### config.mk
export PLATFORM = sky130hd
export DESIGN_NAME = ddo_cordic
export DESIGN_NICKNAME = d
export VERILOG_FILES = /design/src/design/ddo_pkg.sv /design/src/design/ddo_cordic.sv
export SDC_FILE = /design/constraint.sdc
export NUM_CORES = 1
export LEC_CHECK = 0
export ABC_AREA = 1
export BUFFER_PORTS_ARGS = -buffer_cell sky130_fd_sc_hd__buf_4
export CORE_MARGIN = 5
export CORE_UTILIZATION = 26
export DETAILED_ROUTE_END_ITERATION = 10
export SLEW_MARGIN = 40
export SYNTH_ARGS = -nofsm -noshare
export SYNTH_HDL_FRONTEND = slang
export SYNTH_SLANG_ARGS = --single-unit
### constraint.sdc
create_clock -name clk -period 4.5 [get_ports clk]
set_input_delay 0.45 -clock clk [delete_from_list [all_inputs] [get_ports clk]]
set_output_delay 0.45 -clock clk [all_outputs]
set_load 0.01 [all_outputs]
### src/design/ddo_pkg.sv
// Shared constants, types and the arctangent table of the odometry block.
package ddo_pkg;

	localparam int TRIG_ITERATIONS = 16;
	localparam int CORDIC_IW = $clog2(TRIG_ITERATIONS);
	localparam int CORDIC_W = 34;
	localparam int ATAN_W = 31;
	localparam logic signed [CORDIC_W-1:0] CORDIC_GAIN = 34'sd652032874;

	localparam int DIV_IN_W = 52;
	localparam int DIV_DIGITS = DIV_IN_W / 4;
	localparam int DIV_CW = $clog2(DIV_DIGITS);

	localparam logic [2:0] REG_DIST_PER_COUNT = 3'd0;
	localparam logic [2:0] REG_TURN_PER_COUNT = 3'd1;
	localparam logic [2:0] REG_START_X = 3'd2;
	localparam logic [2:0] REG_START_Y = 3'd3;
	localparam logic [2:0] REG_START_HEADING = 3'd4;

	localparam logic [23:0] DIST_PER_COUNT_RST = 24'd315364;
	localparam logic [27:0] TURN_PER_COUNT_RST = 28'd3093187;

	typedef struct packed {
		logic load;
		logic step;
	} ddo_ctrl_t;

	function automatic logic [ATAN_W-1:0] atan_lookup(input logic [4:0] idx);
		logic [ATAN_W-1:0] r;
		case (idx)
			5'd0: r = 31'd536870912;
			5'd1: r = 31'd316933406;
			5'd2: r = 31'd167458907;
			5'd3: r = 31'd85004756;
			5'd4: r = 31'd42667331;
			5'd5: r = 31'd21354465;
			5'd6: r = 31'd10679838;
			5'd7: r = 31'd5340245;
			5'd8: r = 31'd2670163;
			5'd9: r = 31'd1335087;
			5'd10: r = 31'd667544;
			5'd11: r = 31'd333772;
			5'd12: r = 31'd166886;
			5'd13: r = 31'd83443;
			5'd14: r = 31'd41722;
			5'd15: r = 31'd20861;
			5'd16: r = 31'd10430;
			5'd17: r = 31'd5215;
			5'd18: r = 31'd2608;
			5'd19: r = 31'd1304;
			5'd20: r = 31'd652;
			5'd21: r = 31'd326;
			5'd22: r = 31'd163;
			5'd23: r = 31'd81;
			5'd24: r = 31'd41;
			5'd25: r = 31'd20;
			5'd26: r = 31'd10;
			5'd27: r = 31'd5;
			5'd28: r = 31'd3;
			5'd29: r = 31'd1;
			5'd30: r = 31'd1;
			default: r = 31'd0;
		endcase
		return r;
	endfunction

endpackage

### src/design/ddo_cordic.sv
// Rotation-mode CORDIC that produces one sine and cosine pair, one step per cycle while ctrl.step is high.
module ddo_cordic (
	input  logic                                   clk,
	input  logic                                   arst_n,
	input  ddo_pkg::ddo_ctrl_t                     ctrl,
	input  logic [31:0]                            angle,
	output logic signed [ddo_pkg::CORDIC_W-1:0]    cos_val,
	output logic signed [ddo_pkg::CORDIC_W-1:0]    sin_val,
	output logic                                   last
);
	import ddo_pkg::*;

	logic signed [CORDIC_W-1:0] x_q, y_q, z_q;
	logic [CORDIC_IW-1:0] i_q;
	logic flip_q;
	logic flip;
	logic [31:0] a;
	logic signed [CORDIC_W-1:0] xs, ys, at;

	assign flip = angle[31] ^ angle[30];
	assign a = flip ? (angle ^ 32'h8000_0000) : angle;
	assign xs = x_q >>> i_q;
	assign ys = y_q >>> i_q;
	assign at = CORDIC_W'({1'b0, atan_lookup(5'(i_q))});
	assign last = (i_q == CORDIC_IW'(TRIG_ITERATIONS - 1));
	assign cos_val = flip_q ? -x_q : x_q;
	assign sin_val = flip_q ? -y_q : y_q;

	always_ff @(posedge clk or negedge arst_n) begin
		if (!arst_n) begin
			i_q <= '0;
		end else if (ctrl.load) begin
			i_q <= '0;
		end else if (ctrl.step) begin
			i_q <= i_q + 1'b1;
		end
	end

	always_ff @(posedge clk) begin
		if (ctrl.load) begin
			x_q <= CORDIC_GAIN;
			y_q <= '0;
			z_q <= {{(CORDIC_W-32){a[31]}}, a};
			flip_q <= flip;
		end else if (ctrl.step) begin
			if (!z_q[CORDIC_W-1]) begin
				x_q <= x_q - ys;
				y_q <= y_q + xs;
				z_q <= z_q - at;
			end else begin
				x_q <= x_q + ys;
				y_q <= y_q - xs;
				z_q <= z_q + at;
			end
		end
	end
endmodule

==> results.cfg <==
[floorplanning]
start_util_pct = 26.4
io_pins = 105
die_y_um = 261
core_sq_um = 61900
die_x_um = 261
die_area_sq_um = 68000
rows = 91

[worst_setup_path]
path_class = reg -> reg
cp-start-kind = flip-flop
cpMaxStageDelayCell = dfrtp_2
path_buf_inv = 6
crit_required_ns = 4.66
critPathTopFamily = simple AND/OR/NAND/NOR gates
worstPathMaxFanout = 7
max_stage_delay_ns = 0.49
worst_ep_arrival_time_ns = 4.64
worst_setup_path_end_kind = flip-flop

[sta]
skew_ns = 0.00937
timing.final.hold_violations = 0
setup_ws_ns = 0.0186
slew_viol_final = 0
rsz0062_at_grt = yes
fin_hold_ws_ns = 0.306
tightestPinTransition_ns = 0.850
max_freq_ghz = 0.223
relSlewSlack_pct = 42.7
period_share_pct = 99.6
min_period_ns = 4.48
finalSetupViolCount = 0

[clock_network]
htreeDepth = 3
cts_buffers = 9
insertion_delay_ns = 0.41
cts_tree = built
cts_buffer_depth = 2
cts_root_buf = clkbuf_16
cts.clk_slew.worst_paths_ns = 0.08
clkSinkCount = 107

[synthesis]
synth_seq_cells = 107
ys_types = 59
syn-instance-count = 2757
syn_area_sq_um = 16300
synth-edff-count = 35
seq_area_frac_synth_pct = 15.4
ys.flop_type = dfxtp_1
avgSynthCellArea_sq_um = 5.93
synth-async-reset-ratio_pct = 3.74
synthesis.nets = 2910
yosysWarnings = 0

[layout]
nNetsFinal = 3199
seq_area_sq_um = 2520
fin_util_pct = 34.1
drive_gt1_share_pct = 21.7
nFillCells = 6875
stdcell_area_sq_um = 21100
multi_input_area_sq_um = 13100
syn2layout_area_growth_pct = 29.2

[flow_run]
cap_violations = 0

[global_routing]
grt_max_degree = 49
grt_antenna_before_repair = 0
grt_pass1_wl_um = 94300
grtUsageTotal_pct = 17.2
grt-ovfl-total = 0
grt_pass1_vias = 17433

[route]
wl_per_cell_um = 15.9
dr.pass1.iters = 6
drc = 0
vias = 19093
wl_um = 61900
drtAntennaViolNets = 0
routed_via_density = 4.91
drtIter0Drc = 1571

[placement]
dp_slack_ns = -0.118
placed_area_sq_um = 19500
dpl.hpwl_um = 48700
numPortBuffers = 104
gp_congestion = 0.943

[worst_hold_path]
worstHoldPathType = in -> reg

[power_and_ir_drop]
p_leak_uw = 0.0102
finalPower_uw = 18500
irDropWorstVdd_mv = 0.360
power_density_nw_per_um2 = 877

[outcome]
status = finished clean
report_power, final:
part	internal [uW]	switching [uW]	leakage (uW)
Clock	516	439	0.000170
Combinational	6880	8550	0.00907
Sequential	1470	677	0.000971
Total	8860	9670	0.0102
Yosys cell counts (5+ instances only):
cell type  number  area (sq um)
dfxtp_1        68          1360
a21boi_1        5          37.5
nor2_1        271          1020
edfxtp_1       35          1050
nand2_1       785          2950
nor2_2         14          87.6
o22ai_1        41           257
xor2_1        130          1140
or2_2          31           194
a21oi_1       159           796
xnor2_1        62           543
o21ai_0       123           616
a31oi_1        25           156
inv_1         234           878
o21a_1         16           120
nand2_2        16           100
buf_4          11          82.6
o21ai_1        19          95.1
nand3_1       334          1670
nand3b_1        6          45.0
buf_6          13           146
nor3_1         33           165
o21bai_1       10          75.1
buf_1          10          37.5
inv_2          16          60.1
nor4_1          5          31.3
clkbuf_1       41           154
o31ai_1         5          37.5
ha_1          114          1430
nand4_1        23           144
buf_2          30           150
a21o_1         14           105
nand3_2         8          80.1
cell type report:
class | count | area share (%)
multi-input combinational | 2294 | 62.2
timing repair buffer | 381 | 14.8
sequential | 107 | 11.9
tap | 837 | 4.96
inverter | 253 | 4.58
clock buffer | 12 | 1.37
clock inverter | 4 | 0.237
antenna | 1 | 0.0119
through the flow:
step           std cells  TNS (ns)
6_report            3889         0
5_1_grt             3888     -3.14
4_1_cts             3857   -0.0725
3_3_place_gp        3840     -6.35
3_5_place_dp        3840    -0.545
2_1_floorplan       2757         0
flip-flops by register name, summed over array words and instances (netlist names):
| name | count |
|---|---|
| y_q | 34 |
| flip_q | 1 |
| z_q | 34 |
| x_q | 34 |
| i_q | 4 |
worst reg2reg max path, delay by kind of cell, from the launching register on:
family | cells | cell delay (ns)
compound gates | 6 | 0.96
buf+inv | 6 | 0.52
simple gates | 11 | 1.45
xor+xnor | 1 | 0.11
flops | 1 | 0.49
fa+ha+maj | 3 | 0.73
layer usage:
layer	vias up	share of wire (%)	global-route usage, %
met2	571	46	28.8
met1	8702	45	23.0
met4	0	2.9	5.15
li1	9744	-	-
met3	76	5.5	2.62
met5	-	0	0
what timing repair did:
action,CTS,global route
hold buffers,1,0
gates cloned,0,8
pin swaps,2,43
resized for setup,12,206
setup endpoints to repair,14,51
buffers inserted,0,23
endpoints found under the hold margin,4,0
layout by cell type (no fill, tap or decap), types with 32 or more instances in the layout:
cell / instances
a21oi_1: 127
xnor2_1: 60
nand2_2: 48
nand3_1: 317
a21oi_2: 32
nand2_1: 753
edfxtp_1: 35
buf_4: 358
inv_1: 226
o21ai_0: 106
o22ai_1: 40
xor2_1: 122
dfxtp_1: 68
ha_1: 101
nor2_1: 252
path summary, 6_finish.rpt:
kind                                startpoint                   to  slack, ns  cells after the start
min reg2reg                x_q[0]$_SDFFE_PP0P_  x_q[0]$_SDFFE_PP0P_       0.58                      2
max in group asynchronous               arst_n   i_q[0]$_DFFE_PN0P_       3.94                      2
max reg2reg                 i_q[0]$_DFFE_PN0P_    z_q[32]$_DFFE_PP_       0.02                     27
min in group asynchronous               arst_n   i_q[1]$_DFFE_PN0P_       0.45                      2
min                                  angle[20]    z_q[20]$_DFFE_PP_       0.31                      3
max                         i_q[0]$_DFFE_PN0P_    z_q[32]$_DFFE_PP_       0.02                     27
kinds of logic (layout without fill, tap and decap cells):
| group | after synthesis | count (layout) | synth area share, % |
|---|---|---|---|
| AO/OA/AOI/OAI | 441 | 441 | 15.3 |
| XOR/XNOR | 192 | 192 | 10.3 |
| AND/OR/NAND/NOR | 1542 | 1544 | 40.6 |
| other | 0 | 1 | 0 |
| flip-flops | 107 | 107 | 15.4 |
| adder cells (fa/ha/maj) | 117 | 117 | 9.10 |
| buffers and inverters | 358 | 650 | 9.31 |
(Power assumes the default switching activity.)
