--- config.mk ---
export PLATFORM = sky130hd
export DESIGN_NAME = ddo_div6
export DESIGN_NICKNAME = d
export VERILOG_FILES = /design/src/design/ddo_pkg.sv /design/src/design/ddo_div6.sv
export SDC_FILE = /design/constraint.sdc
export NUM_CORES = 1
export LEC_CHECK = 0
export ABC_AREA = 1
export BUFFER_PORTS_ARGS = -buffer_cell sky130_fd_sc_hd__clkbuf_2
export CORE_ASPECT_RATIO = 2
export CORE_MARGIN = 2
export CORE_UTILIZATION = 45
export DETAILED_ROUTE_END_ITERATION = 8
export GPL_ROUTABILITY_DRIVEN = 0
export PLACE_DENSITY = 0.69
export SKIP_CTS_REPAIR_TIMING = 1
export SLEW_MARGIN = 20
export SYNTH_ARGS = -nofsm -noshare
export SYNTH_HDL_FRONTEND = slang
export SYNTH_SLANG_ARGS = --single-unit
--- constraint.sdc ---
create_clock -name clk -period 4.7 [get_ports clk]
set_clock_uncertainty 0.05 [all_clocks]
set_input_delay 0.705 -clock clk [delete_from_list [all_inputs] [get_ports clk]]
set_output_delay 0.705 -clock clk [all_outputs]
set_load 0.03 [all_outputs]
--- src/design/ddo_pkg.sv ---
// Shared constants, types and the arctangent table of the odometry block.
package ddo_pkg;

	localparam int TRIG_ITERATIONS = 16;
	localparam int CORDIC_IW = $clog2(TRIG_ITERATIONS);
	localparam int CORDIC_W = 34;
	localparam int ATAN_W = 31;
	localparam logic signed [CORDIC_W-1:0] CORDIC_GAIN = 34'sd652032874;

	localparam int DIV_IN_W = 52;
	localparam int DIV_DIGITS = DIV_IN_W / 4;
	localparam int DIV_CW = $clog2(DIV_DIGITS);

	localparam logic [2:0] REG_DIST_PER_COUNT = 3'd0;
	localparam logic [2:0] REG_TURN_PER_COUNT = 3'd1;
	localparam logic [2:0] REG_START_X = 3'd2;
	localparam logic [2:0] REG_START_Y = 3'd3;
	localparam logic [2:0] REG_START_HEADING = 3'd4;

	localparam logic [23:0] DIST_PER_COUNT_RST = 24'd315364;
	localparam logic [27:0] TURN_PER_COUNT_RST = 28'd3093187;

	typedef struct packed {
		logic load;
		logic step;
	} ddo_ctrl_t;

	function automatic logic [ATAN_W-1:0] atan_lookup(input logic [4:0] idx);
		logic [ATAN_W-1:0] r;
		case (idx)
			5'd0: r = 31'd536870912;
			5'd1: r = 31'd316933406;
			5'd2: r = 31'd167458907;
			5'd3: r = 31'd85004756;
			5'd4: r = 31'd42667331;
			5'd5: r = 31'd21354465;
			5'd6: r = 31'd10679838;
			5'd7: r = 31'd5340245;
			5'd8: r = 31'd2670163;
			5'd9: r = 31'd1335087;
			5'd10: r = 31'd667544;
			5'd11: r = 31'd333772;
			5'd12: r = 31'd166886;
			5'd13: r = 31'd83443;
			5'd14: r = 31'd41722;
			5'd15: r = 31'd20861;
			5'd16: r = 31'd10430;
			5'd17: r = 31'd5215;
			5'd18: r = 31'd2608;
			5'd19: r = 31'd1304;
			5'd20: r = 31'd652;
			5'd21: r = 31'd326;
			5'd22: r = 31'd163;
			5'd23: r = 31'd81;
			5'd24: r = 31'd41;
			5'd25: r = 31'd20;
			5'd26: r = 31'd10;
			5'd27: r = 31'd5;
			5'd28: r = 31'd3;
			5'd29: r = 31'd1;
			5'd30: r = 31'd1;
			default: r = 31'd0;
		endcase
		return r;
	endfunction

endpackage

--- src/design/ddo_div6.sv ---
// Digit-serial divider by six, one radix-16 digit per cycle while ctrl.step is high.
module ddo_div6 (
	input  logic                            clk,
	input  logic                            arst_n,
	input  ddo_pkg::ddo_ctrl_t              ctrl,
	input  logic [ddo_pkg::DIV_IN_W-1:0]    dividend,
	output logic [ddo_pkg::DIV_IN_W-1:0]    quotient,
	output logic                            last
);
	import ddo_pkg::*;

	logic [DIV_IN_W-1:0] sh_q, q_q;
	logic [2:0] rem_q;
	logic [DIV_CW-1:0] cnt_q;
	logic [6:0] val;
	logic [11:0] est;
	logic [3:0] qd;
	logic [6:0] back;

	// The multiply by 43 over 256 gives the exact floor of val / 6 for val below 96.
	assign val = {rem_q, sh_q[DIV_IN_W-1 -: 4]};
	assign est = 12'(val) * 12'd43;
	assign qd = est[11:8];
	assign back = 7'(qd) * 7'd6;
	assign quotient = q_q;
	assign last = (cnt_q == DIV_CW'(DIV_DIGITS - 1));

	always_ff @(posedge clk or negedge arst_n) begin
		if (!arst_n) begin
			cnt_q <= '0;
		end else if (ctrl.load) begin
			cnt_q <= '0;
		end else if (ctrl.step) begin
			cnt_q <= cnt_q + 1'b1;
		end
	end

	always_ff @(posedge clk) begin
		if (ctrl.load) begin
			sh_q <= dividend;
			q_q <= '0;
			rem_q <= '0;
		end else if (ctrl.step) begin
			sh_q <= {sh_q[DIV_IN_W-5:0], 4'd0};
			q_q <= {q_q[DIV_IN_W-5:0], qd};
			rem_q <= 3'(val - back);
		end
	end
endmodule

==> run_results.csv, run 1 <==
group,metric,value,unit
run_status,status,"finished, final reports clean",
routing,via_per_inst,4.84,
clock_network,cts-root-buf,"clkbuf_16",
global_routing,grt_overflow_total,0,
sta,worst_pin_slew,851,ps
routing,ant_nets,0,
sta,rsz0062_at_grt,"no",
synthesis,ys_top_cells_by_count,"nand2_1, inv_1, dfxtp_1",
layout,antennaDiodeCount,0,
global_routing,grt_max_degree,71,
sta,fmax,252,MHz
clock_network,clkLatencyLatePin,340,ps
synthesis,synthMostInstantiatedCell,"nand2_1",
synthesis,synth_cell_type_count,29,
placed_design,port-buffer-count,108,
routing,dr.pass1.iters,4,
synthesis,synth_top_area_cell,"edfxtp_1",
worst_setup_path,r2r-end,"rem_q[2]",
clock_network,tritoncts,"built",
global_routing,grt_pass1_vias,3883,
synthesis,synth-seq-cells,111,
synthesis,yosys_warnings,0,
floorplanning,io_pins,109,
worst_setup_path,reg2reg_slack,740,ps
routing,highest_layer,"met4",
clock_network,clockBufferDepth,2,
sta,setup_tns,0,ps
worst_setup_path,crit_buf_inv,5,
worst_setup_path,critPathSlowestCell,"fa_1",
pwr,p_leak,2.87,nW
routing,wirelength,10.7,mm
sta,slew_violations,0,
floorplanning,die_area,12100,µm²
clock_network,cts_made_buffers,9,
routing,drc,0,
clock_network,clkTransAtPathRegs,80,ps
synthesis,ys_seq_area_share,55.0,%
worst_setup_path,crit_top_cell,"inv_1",
worst_setup_path,slowest_delay,520,ps
sta,setup_viol,0,
sta,fin_crit,3960,ps
floorplanning,die_x,78.7,µm
sta,final-hold-violation-count,0,
global_routing,track_usage,18.4,%
routing,wl_per_cell,13.6,µm
routing,vias,3812,
pwr,p_per_area,450,nW/µm²
worst_setup_path,r2r_start,"sh_q[50]",
worst_setup_path,cp.arrival,4160,ps
placed_design,hpwl,8.02,mm
layout,fin_area,5950,µm²
floorplanning,placementRows,54,
worst_setup_path,end_kind,"flip-flop",
worst_setup_path,critPathTopFamily,"adder cells",
placed_design,placed_area,5650,µm²
floorplanning,die_h,153,µm
clock_network,h-tree-depth,3,
synthesis,ys.flop_type,"dfxtp_1",
worst_setup_path,cp-start-kind,"flip-flop",
global_routing,grt_pass1_wl,17.5,mm
synthesis,synth_top_area_share,31.1,%
worst_setup_path,ff2ff_path_depth,19,
synthesis,synth.avg_cell_area,9.24,µm²
synthesis,mappedNetlistArea,5030,µm²
synthesis,syn_nets,636,
layout,drive_gt1_share,22.1,%
job,cap_viol_max_count,0,
synthesis,synth-edff-count,52,
layout,syn_to_final_growth,18.3,%
sta,slew-limit-headroom,43.2,%
routing,dr.first_iter.drc_count,224,
min_path,hp-class,"input pin to asynchronous set/reset pin",
sta,period_share,84.3,%
worst_setup_path,crit_required,4900,ps
worst_setup_path,crit_chain,"ha_1, fa_1, inv_1, fa_1, inv_1, ha_1, a21oi_1, nand4_1, nand2_2, inv_2, ha_1, xor2_1, inv_1, nand3_2, nand2_1, nand2_1, nand3_1, nand2_1, inv_1",
routing,wl_met2,5.96,mm
layout,fin_nets,735,
synthesis,yosys-top-cells-area,"edfxtp_1, dfxtp_1, nand2_1",
routing,met3_length,431,µm
clock_network,cts_sinks,111,
floorplanning,core_area,10900,µm²
worst_setup_path,crit_type,"flip-flop to flip-flop",
worst_setup_path,crit_path_max_fanout,5,
layout,fin_cells,788,
routing,wl_met1,3.99,mm
synthesis,postSynth.asyncResetShare,3.60,%
pwr,ir_worst_vdd,0.246,mV
global_routing,antenna_found_initial,0,
synthesis,netlist_instances,544,
floorplanning,initial_core_util,46.2,%
placed_design,dp_cells,772,
==> worst reg2reg max path: stages (launching register included) <==
cell and delay (ps):
edfxtp_1 500, ha_1 370, fa_1 510, inv_1 60, fa_1 520, inv_1 40
ha_1 340, a21oi_1 300, nand4_1 170, nand2_2 130, inv_2 50, ha_1 180
xor2_1 210, inv_1 90, nand3_2 90, nand2_1 50, nand2_1 50, nand3_1 60
nand2_1 70, inv_1 40
==> per-stage QoR <==
stage	util (%)	setup slack [ps]	power [mW]	hold WS (ps)
after floorplan	-	1100	1.75	359
after global placement	51.9	925	1.90	419
after detailed placement	51.9	753	1.94	426
after CTS	54.7	731	2.70	97.4
after global routing	54.7	421	2.86	100
final	54.7	739	2.68	105
==> worst max-delay path by stage <==
stage                    end  depth (start not counted)      from  slack (ps)
finish              rem_q[2]                         19  sh_q[50]         740
floorplan           rem_q[2]                         19  sh_q[50]        1100
global route        rem_q[2]                         19  sh_q[50]         420
CTS                 rem_q[2]                         19  sh_q[50]         730
detailed placement  rem_q[2]                         19  sh_q[50]         750
global placement    rem_q[2]                         19  sh_q[50]         920
==> cells by family after synthesis <==
kind of cell             Yosys count  synth area share, %
XOR/XNOR                           4                0.697
AO/OA/AOI/OAI                     65                 7.62
flip-flops                       111                 55.0
adder cells (fa/ha/maj)           36                 9.86
buffers and inverters            114                 9.31
AND/OR/NAND/NOR                  214                 17.6
==> layout make-up <==
type                       count  area [µm²]
clock buffer                   9         225
sequential                   111        2760
fill                        1015        4930
inverter                      91         344
multi-input combinational    319        1800
clock inverter                 7        72.6
tap                          140         175
timing repair buffer         111         563
==> registers in the layout, summed over array words and instances (netlist names) <==
signal    flops
sh_q         52
quotient     52
rem_q         3
cnt_q         4
==> power by group <==
group / total (mW) / switching, mW / internal (mW)
clock: 0.756 / 0.377 / 0.379
sequential: 1.14 / 0.0415 / 1.09
combinational: 0.784 / 0.488 / 0.296
==> layer usage <==
metal | global-route usage, % | vias to the layer above
met2 | 35.2 | 102
met1 | 18.8 | 1735
met4 | 7.60 | 0
met3 | 3.60 | 25
li1 | - | 1950
met5 | 0 | -
==> cells in the final DEF (no fill, tap or decap), types with 3 or more instances in the layout <==
cell type / Yosys / final
a21oi_1: 10 / 10
buf_4: 0 / 3
clkbuf_16: 0 / 9
clkbuf_2: 0 / 108
dfrtp_1: 4 / 4
dfxtp_1: 55 / 55
edfxtp_1: 52 / 52
fa_1: 6 / 6
ha_1: 30 / 30
inv_1: 88 / 87
nand2_1: 179 / 178
nand2_2: 5 / 5
nand3_1: 11 / 11
nand3_2: 4 / 4
nor2_1: 6 / 6
o21ai_0: 10 / 10
o22ai_1: 44 / 44
Power figures use the tool's default switching activity.
==> run 2, diff against run 1 <==
Settings changed: PLACE_DENSITY 0.69 to 0.72.
Clock period 4.7 ns to 3.3 ns, I/O delays scaled along.
==> run 2 against run 1 <==
Highest routed layer unchanged. Largest cell class unchanged. Core utilization increased by 2.0 points. Die area unchanged. The flow now finishes with violations (negative setup slack). Critical endpoint unchanged. Maximum frequency increased by 13%.
==> run_results.csv, run 2 (same netlist as run 1, synthesis figures left out) <==
group,metric,value,unit
run_status,status,"complete, but fails checks",
run_status,violations,"negative setup slack",
layout,layout_common_cells,"nand2_1, clkbuf_2, inv_1",
pwr,p_leak,2.95,nW
sta,slew-limit-headroom,49.7,%
worst_setup_path,reg2reg_slack,-200,ps
layout,final_common_cell,"nand2_1",
clock_network,clockBufferDepth,2,
routing,vias,3908,
floorplanning,io_pins,109,
worst_setup_path,ff2ff_path_depth,21,
routing,drc,0,
global_routing,grt_pass1_vias,3951,
routing,dr.pass1.iters,4,
sta,setup_viol,1,
worst_setup_path,slowest_delay,490,ps
sta,fin_crit,3500,ps
worst_setup_path,end_kind,"flip-flop",
floorplanning,placementRows,54,
placed_design,dp_cells,783,
sta,final-hold-violation-count,0,
clock_network,clkLatencyLatePin,340,ps
floorplanning,die_area,12100,µm²
clock_network,h-tree-depth,3,
global_routing,grt_pass1_wl,18.1,mm
floorplanning,die_x,78.7,µm
worst_setup_path,crit_top_cell,"nand2_1",
clock_network,clkTransAtPathRegs,80,ps
worst_setup_path,r2r_start,"sh_q[50]",
global_routing,antenna_found_initial,0,
sta,worst_pin_slew,753,ps
worst_setup_path,cp-start-kind,"flip-flop",
routing,ant_nets,0,
floorplanning,core_area,10900,µm²
floorplanning,initial_core_util,46.2,%
sta,setup_slack,-204,ps
worst_setup_path,crit_type,"flip-flop to flip-flop",
worst_setup_path,crit_required,3490,ps
placed_design,hpwl,8.40,mm
clock_network,cts-root-buf,"clkbuf_16",
worst_setup_path,crit_chain,"ha_4, fa_1, inv_1, fa_1, inv_2, ha_4, nand2_2, or2_4, nand3_2, nand2_1, nand2_2, inv_2, ha_4, xor2_4, inv_1, nand3_2, nand2_1, nand2_1, nand3_1, nand2_1, inv_1",
routing,dr.first_iter.drc_count,163,
worst_setup_path,crit_path_max_fanout,3,
sta,fmax,285,MHz
placed_design,port-buffer-count,108,
job,cap_viol_max_count,0,
routing,wl_per_cell,14.0,µm
global_routing,track_usage,19.4,%
pwr,ir_worst_vdd,0.384,mV
layout,fin_nets,748,
worst_setup_path,critPathSlowestCell,"fa_1",
floorplanning,die_h,153,µm
routing,wirelength,11.2,mm
layout,antennaDiodeCount,0,
sta,slew_violations,0,
clock_network,tritoncts,"built",
worst_setup_path,cp.arrival,3690,ps
global_routing,grt_overflow_total,0,
clock_network,cts_made_buffers,9,
routing,via_per_inst,4.88,
min_path,hold_depth,3,
sta,setup_tns,-204,ps
layout,syn_to_final_growth,22.7,%
min_path,hp-class,"input pin to flip-flop",
pwr,p_per_area,668,nW/µm²
layout,fin_util,56.7,%
sta,rsz0062_at_grt,"yes",
layout,fillers,968,
min_path,hold_path_end,"sh_q[2]",
sta,period_share,106,%
min_path,worstHoldStart,"dividend[2]",
layout,drive_gt1_share,25.0,%
worst_setup_path,r2r-end,"rem_q[2]",
layout,fin_cells,801,
global_routing,grt_max_degree,58,
clock_network,cts_sinks,111,
==> run 2: changes by cell type in the layout (fill, tap and decap cells not counted), sizes merged <==
cell	previous run	this run
clkinv	3	0
clkinvlp	0	1
clkbuf	117	119
buf	3	15
dlygate4sd3	0	1
==> run 2: worst max-delay path, delay by kind of cell (launching register included) <==
family	cells	cell delay (ps)
flops	1	450
buf+inv	5	270
xor+xnor	1	150
fa+ha+maj	5	1660
simple gates	10	840
==> run 2: worst max-delay path by stage <==
stage | startpoint | endpoint | slack [ps] | cells after the start
6_report | sh_q[50] | rem_q[2] | -200 | 21
5_1_grt | sh_q[51] | rem_q[2] | -400 | 21
4_1_cts | sh_q[50] | rem_q[2] | -280 | 21
3_5_place_dp | sh_q[50] | rem_q[2] | -260 | 21
3_3_place_gp | sh_q[50] | rem_q[2] | -120 | 21
2_1_floorplan | sh_q[50] | rem_q[2] | -90 | 21
==> run 2: final cells by class <==
cell class	instances	area, µm²	share of cell area, %
clock buffers	11	264	4.28
clock inverters	5	52.6	0.852
inverters	91	344	5.58
multi-input cells	319	1890	30.7
flip-flops and latches	111	2760	44.8
well taps	140	175	2.84
repair buffers	124	676	11.0
==> run 2: power breakdown <==
group	switching [mW]	leakage, nW	internal (mW)	total [mW]
logic	0.807	1.75	0.590	1.40
registers	0.0456	1.04	1.56	1.60
clock network	0.520	0.153	0.600	1.12
total	1.37	2.95	2.75	4.12
==> run 2: routing by layer <==
| metal | up-vias | global-route usage, % | share of wire (%) |
|---|---|---|---|
| met5 | - | 0 | 0 |
| met1 | 1800 | 20.2 | 36 |
| met3 | 27 | 4.25 | 4.2 |
| li1 | 1975 | - | - |
| met2 | 106 | 35.4 | 56 |
| met4 | 0 | 9.94 | 3.5 |
==> run 2: through the flow <==
step | power (mW) | cell area (µm²) | hold WS, ps | worst slack, ps
finish | 4.12 | 6170 | 352 | -204
CTS | 4.10 | 6110 | -121 | -284
floorplan | 2.58 | 5070 | 149 | -91.1
global route | 4.39 | 6170 | 361 | -401
detailed placement | 2.98 | 5790 | 255 | -262
global placement | 2.90 | 5790 | 252 | -119
==> run 3, diff against run 2 <==
Settings changed: CORE_UTILIZATION 45 to 30, PLACE_DENSITY 0.72 to 0.52.
==> run 3 against run 2 <==
First-iteration DRC count shrank 23%. Cell count grew 8.6%. Flip-flop and latch count is the same. Register-to-register slack gained 20 ps. Via count shrank 2.8%. Worst hold slack lost 0.89 ps. Combinational power grew 5%. The run still ends with negative setup slack left. Routed wire length shrank 2.1%. Largest cell class unchanged. Maximum frequency grew 0.65%. Die area grew 48%. Final area grew 0.85%. Setup slack gained 23 ps.
==> run_results.csv, run 3 (same netlist as run 1, synthesis figures left out) <==
group,metric,value,unit
worst_setup_path,ff2ff_path_depth,20,
worst_setup_path,critPathTopFamily,"adder cells",
placed_design,place_ws,-177,ps
min_path,hold_path_end,"sh_q[2]",
floorplanning,initial_core_util,30.3,%
layout,syn_to_final_growth,23.8,%
worst_setup_path,critPathSlowestCell,"fa_1",
layout,final_common_cell,"nand2_1",
min_path,hp-class,"input pin to flip-flop",
routing,wl_per_cell,12.7,µm
pwr,p_leak,2.94,nW
routing,vias,3800,
layout,fin_nets,750,
run_status,violations,"negative setup slack",
clock_network,cts_sinks,111,
layout,antennaDiodeCount,0,
pwr,p_seq_share,39.3,%
pwr,p_per_area,654,nW/µm²
sta,worst_pin_slew,804,ps
clock_network,cts-root-buf,"clkbuf_16",
layout,fin_cells,870,
sta,slew_violations,0,
floorplanning,io_pins,109,
clock_network,clockBufferDepth,2,
job,cap_viol_max_count,0,
global_routing,grt_pass1_wl,17.6,mm
routing,wirelength,11.0,mm
global_routing,grt_pass1_vias,3645,
worst_setup_path,crit_type,"flip-flop to flip-flop",
worst_setup_path,slowest_delay,520,ps
global_routing,grt_max_degree,58,
routing,dr.first_iter.drc_count,125,
sta,fin_crit,3480,ps
clock_network,clkLatencyLatePin,350,ps
worst_setup_path,cp-start-kind,"flip-flop",
global_routing,track_usage,12.5,%
placed_design,hpwl,7.66,mm
floorplanning,die_area,17900,µm²
clock_network,tritoncts,"built",
floorplanning,core_area,16600,µm²
pwr,power_frac_clock,24.7,%
sta,final-hold-violation-count,0,
pwr,ir_worst_vdd,0.403,mV
sta,setup_slack,-181,ps
pwr,p_sw,1.37,mW
layout,seqCellArea,2760,µm²
sta,rsz0062_at_grt,"yes",
layout,drive_gt1_share,25.8,%
floorplanning,die_h,187,µm
worst_setup_path,cp.arrival,3680,ps
worst_setup_path,end_kind,"flip-flop",
worst_setup_path,reg2reg_slack,-180,ps
routing,via_per_inst,4.37,
floorplanning,die_x,95.5,µm
global_routing,antenna_found_initial,0,
pwr,power_frac_comb,36.1,%
sta,slew-limit-headroom,46.3,%
worst_setup_path,r2r_start,"sh_q[50]",
layout,fillers,1741,
worst_setup_path,crit_required,3500,ps
worst_setup_path,crit_buf_inv,5,
layout,layout_common_cells,"nand2_1, clkbuf_2, inv_1",
routing,ant_nets,0,
floorplanning,placementRows,67,
sta,fmax,287,MHz
global_routing,grt_overflow_total,0,
sta,fin_hold_ws,352,ps
worst_setup_path,crit_path_max_fanout,3,
clock_network,h-tree-depth,3,
worst_setup_path,crit_top_cell,"inv_1",
clock_network,cts_made_buffers,9,
worst_setup_path,crit_chain,"ha_1, ha_1, inv_1, fa_1, inv_1, ha_1, a21oi_2, or2_4, nand4_1, nand2_2, inv_2, ha_4, xor2_2, inv_1, nand3_2, nand2_1, nand2_1, nand3_2, nand2_1, inv_1",
pwr,internal_power,2.70,mW
worst_setup_path,r2r-end,"rem_q[2]",
placed_design,port-buffer-count,108,
routing,drc,0,
placed_design,dp_cells,852,
routing,dr.pass1.iters,4,
run_status,status,"complete, but fails checks",
layout,multi_input_area,1900,µm²
min_path,hold_depth,3,
min_path,worstHoldStart,"dividend[2]",
clock_network,clkTransAtPathRegs,70,ps
sta,period_share,105,%
pwr,switching_share,33.6,%
sta,setup_viol,1,
==> run 3: cell types whose count changed in the layout (fill, tap and decap cells not counted), sizes merged <==
cell | previous run | this run
clkinvlp | 1 | 0
clkbuf | 119 | 118
clkinv | 0 | 2
buf | 15 | 17
==> run 3: metrics by stage <==
| stage | total power [mW] | setup TNS, ps | utilization (%) | instance area, µm² |
|---|---|---|---|---|
| after floorplan | 2.58 | -91.1 | - | 5070 |
| after global placement | 2.98 | -140 | 35.5 | 5890 |
| after detailed placement | 3.01 | -177 | 35.5 | 5890 |
| after CTS | 4.03 | -205 | 37.1 | 6150 |
| after global routing | 4.36 | -373 | 37.5 | 6220 |
| final | 4.07 | -181 | 37.5 | 6220 |
==> run 3: power groups by stage <==
stage          sequential [mW]  clock [mW]  combinational (mW)
2_1_floorplan             1.68           0               0.897
3_3_place_gp              1.63           0                1.35
3_5_place_dp              1.63           0                1.38
4_1_cts                   1.60        1.05                1.39
5_1_grt                   1.61        1.10                1.65
6_report                  1.60        1.00                1.47
==> run 3: area by class of cell <==
type / instances / share of cell area, %
repair buffers: 126 / 11.1
inverters: 91 / 5.53
well taps: 207 / 4.16
flip-flops and latches: 111 / 44.4
clock inverters: 6 / 0.563
multi-input cells: 319 / 30.6
clock buffers: 10 / 3.68
==> run 3: worst max path at each step <==
stage	from	endpoint	slack (ps)	cells after the start
4_1_cts	sh_q[50]	rem_q[2]	-210	21
2_1_floorplan	sh_q[50]	rem_q[2]	-90	21
5_1_grt	sh_q[51]	rem_q[2]	-370	21
3_3_place_gp	sh_q[50]	rem_q[2]	-140	21
6_report	sh_q[50]	rem_q[2]	-180	20
3_5_place_dp	sh_q[50]	rem_q[2]	-180	21
==> run 3: tightest hold or removal path: cells and delay by family <==
family / cells / cell delay, ps
buf+inv: 2 / 110
simple gates: 1 / 40
==> run 3: routing by layer <==
| metal | global-route usage, % | wire [µm] | up-vias |
|---|---|---|---|
| met4 | 4.29 | 148 | 0 |
| li1 | - | - | 1977 |
| met5 | 0 | 0 | - |
| met1 | 16.7 | 5010 | 1730 |
| met2 | 19.3 | 5200 | 85 |
| met3 | 3.46 | 649 | 8 |
